--- config.mk ---
export PLATFORM = sky130hd
export DESIGN_NAME = phsc_ram
export DESIGN_NICKNAME = d
export VERILOG_FILES = /design/src/phsc_ram.sv
export SDC_FILE = /design/constraint.sdc
export NUM_CORES = 1
export LEC_CHECK = 0
export ABC_AREA = 1
export BUFFER_PORTS_ARGS = -buffer_cell sky130_fd_sc_hd__buf_2
export CAP_MARGIN = 30
export CORE_MARGIN = 5
export CORE_UTILIZATION = 40
export DETAILED_ROUTE_END_ITERATION = 8
export SLEW_MARGIN = 25
export SYNTH_ARGS = -nofsm -noshare
export SYNTH_HDL_FRONTEND = slang
export SYNTH_SLANG_ARGS = --single-unit
--- constraint.sdc ---
create_clock -name clk -period 3.5 [get_ports clk]
set_clock_uncertainty 0.2 [all_clocks]
set_input_delay 0.35 -clock clk [delete_from_list [all_inputs] [get_ports clk]]
set_output_delay 0.35 -clock clk [all_outputs]
set_load 0.005 [all_outputs]
--- src/phsc_ram.sv ---
// Generic simple dual-port RAM with one write port and one registered read port.
// No dependencies.
`default_nettype none

module phsc_ram #(
	parameter int unsigned WIDTH = 8,
	parameter int unsigned DEPTH = 16,
	localparam int unsigned ADDR_W = (DEPTH > 1) ? $clog2(DEPTH) : 1
) (
	input  wire                   clk,
	input  wire                   we,
	input  wire [ADDR_W-1:0]      waddr,
	input  wire [WIDTH-1:0]       wdata,
	input  wire [ADDR_W-1:0]      raddr,
	output logic [WIDTH-1:0]      rdata
);

	logic [WIDTH-1:0] mem_q [DEPTH];

	always_ff @(posedge clk) begin
		if (we) begin
			mem_q[waddr] <= wdata;
		end
		rdata <= mem_q[raddr];
	end

endmodule

`default_nettype wire
==> summary.txt <==
STA
  • Slew at the pin closest to its max-slew limit: 0.906 ns
  • Tcrit/Tclk final: 0.508
  • # setup viols final: 0
  • Fin. max-slew vios: 0
  • RSZ-0062 raised after global routing: no
  • Final worst slack: 1.72 ns
  • Fmax: 563 MHz
  • Setup_tns: 0 ns
  • Period minus WS final: 1.78 ns
  • Rel. slew slack: 0.394
  • Final hold vios: 0

Power and ir drop
  • VDD IR max: 0.000328 V
  • Power Dens Cells: 576 nW/µm²
  • Internal power: 2.98 mW
  • Combinational Power Share: 0.056
  • Clock power frac: 0.459
  • Leak Pwr: 2.82 nW
  • NetSw: 0.797 mW
  • Share of power burned in registers: 0.486
  • Sw Share: 0.211

Detailed routing
  • Drt initial violations: 416
  • Via-to-Cell Ratio: 4.89
  • WL/cell: 17.1 µm
  • Post-route antenna net violation count: 0
  • Pre-antenna DRT Iters: 5
  • Residual DRC: 0
  • Final wirelength: 13100 µm
  • DR vias: 3758

Placed design
  • Hpwl dp: 7890 µm
  • GPL Wtd Cong: 0.831
  • DP Worst Slack: 1.29 ns
  • Port Buffer Count: 25

Setup path
  • Top delay family on crit path: buffers and inverters
  • Crit-path most repeated cell: nand3_1
  • Reg2reg path depth: 6
  • Setup crit end: rdata[4]$_DFF_P_
  • Worst Path Arrival: 1.89 ns
  • Worst-path cell chain: buf_2 -> inv_2 -> buf_4 -> nand2_1 -> nand3_1 -> nand3_1 -> nand3_1 -> nand2_1
  • Max stage delay on crit path: 0.60 ns
  • Worst flop-to-flop path endpoint: rdata[7]$_DFF_P_
  • Critical path depth: 8
  • Critical path origin: raddr[0]
  • CP Data Required Time: 3.61 ns
  • Internal reg-to-reg setup slack: 2.21 ns
  • Crit Path Class: primary input to flop
  • Slowest stage cell on the critical path: inv_2
  • Crit end category: flop
  • Crit Path Max Fanout: 46
  • Critical Path Source Type: primary input
  • Worst reg2reg startpoint: mem_q[2][7]$_DFFE_PP_
  • Buf/Inv on CP: 3

Clock tree
  • Clock transition at path regs: 0.06 ns
  • Clk Latency, worst-skew pair: 0.42 ns
  • H-tree Lvls: 4
  • Cts hold-fix bufs: 0
  • CTS Buf Count: 17
  • CTS tree: done
  • Longest Clk Path Bufs: 2
  • Setup bufs post-CTS: 0
  • CTS sink cnt: 136
  • Clock root buffer: clkbuf_16
  • Post-CTS Resized: 0

Global routing
  • Vias in the first global route: 3442
  • Tot GR Track Use: 0.164
  • Grt ovf: 0
  • Largest net degree at the start of global routing: 65
  • Initial antenna violation count: 0
  • First-pass GRT wire length: 19900 µm

Synthesis
  • Synth Warn #: 0
  • Syn Nets: 569
  • Synthesized flop and latch total: 136
  • Seq/Total Area, Yosys: 0.694
  • Cell count after synthesis: 551
  • Post-synthesis cell area: 5770 µm²
  • Synth cell types: 12
  • Syn_area_per_cell: 10.5 µm²

Flow run
  • Max-cap violations: 0

Floorplanning
  • Initial Util: 0.412
  • Io pins: 26
  • Core Region: 14000 µm²
  • Die area: 16900 µm²
  • Die X: 130 µm
  • Row cnt: 43
  • Die Ht: 130 µm

Layout
  • Ant diodes: 0
  • Synthesis-to-finish area growth: 13.7%
  • Post-layout util: 0.469
  • Layout cell share with drive strength beyond 1: 0.102
  • Layout net count: 593

Min path
  • HP Class: primary input to flop

Run status
  • Status: completed
worst min-delay path by stage:
stage,startpoint,endpoint,slack [ns],cells after the start
finish,raddr[3],rdata[6]$_DFF_P_,0.11,3
global placement,mem_q[14][6]$_DFFE_PP_,rdata[6]$_DFF_P_,0.45,6
CTS,raddr[3],rdata[1]$_DFF_P_,0.08,3
global route,raddr[3],rdata[1]$_DFF_P_,0.1,3
detailed placement,mem_q[14][0]$_DFFE_PP_,rdata[0]$_DFF_P_,0.46,6
floorplan,wdata[0],mem_q[0][0]$_DFFE_PP_,0.25,0
stage by stage:
stage / hold WS [ns] / power [mW] / std cells / cell area (µm²)
after global placement: 0.451 / 2.07 / 735 / 5970
after CTS: 0.0843 / 3.80 / 767 / 6550
after global routing: 0.0983 / 3.90 / 768 / 6560
after detailed placement: 0.464 / 2.08 / 735 / 5970
final: 0.108 / 3.77 / 768 / 6560
after floorplan: 0.249 / 1.99 / 551 / 5770
layer usage:
layer  part of all wire  GRT usage  vias up
met5                  0          0        -
met4              0.020     0.0672        0
met3              0.055     0.0409       21
met2               0.47      0.247      118
met1               0.45      0.227     1801
li1                   -          -     1818
kinds of logic after synthesis:
logic type / synth area share
and+or+nand+nor: 0.210
buffers and inverters: 0.0952
DFF: 0.694
area by class of cell:
class / instances / area (µm²)
clock buffer: 23 / 478
clock inverter: 9 / 97.6
fill: 1310 / 7430
inverter: 102 / 383
multi-input combinational: 289 / 1210
sequential: 136 / 4000
tap: 180 / 225
timing repair buffer: 29 / 155
power groups by stage:
| stage | clock network, mW | registers [mW] | logic, mW |
|---|---|---|---|
| after detailed placement | 0 | 1.87 | 0.210 |
| after CTS | 1.75 | 1.83 | 0.211 |
| after global routing | 1.83 | 1.84 | 0.234 |
| final | 1.73 | 1.83 | 0.210 |
| after floorplan | 0 | 1.86 | 0.128 |
| after global placement | 0 | 1.87 | 0.208 |
flip-flops by register name, summed over array words and instances (netlist names):
register	flops
rdata	8
mem_q	128
cells in the final DEF, fill, tap and decap left out, types with 3 or more instances in the layout:
master,instances
buf_2,25
buf_4,4
clkbuf_1,3
clkbuf_16,17
clkbuf_8,3
clkinv_2,6
dfxtp_1,8
edfxtp_1,128
inv_1,100
nand2_1,173
nand3_1,97
nor2_1,17
worst reg2reg max path: cells and delay by family, from the launching register on:
family	cells	cell delay, ns
buffers and inverters	1	0.06
DFF	1	0.36
and+or+nand+nor	5	0.57
cell usage after synthesis:
master	instances	share of area
dfxtp_1	8	0.028
buf_4	4	0.0052
nor2_1	17	0.011
buf_1	1	0.00065
inv_1	100	0.065
nand3b_1	2	0.0026
edfxtp_1	128	0.67
buf_2	13	0.011
buf_6	6	0.012
nand3_1	97	0.084
inv_2	2	0.0013
nand2_1	173	0.11
(Power assumes the default switching activity.)
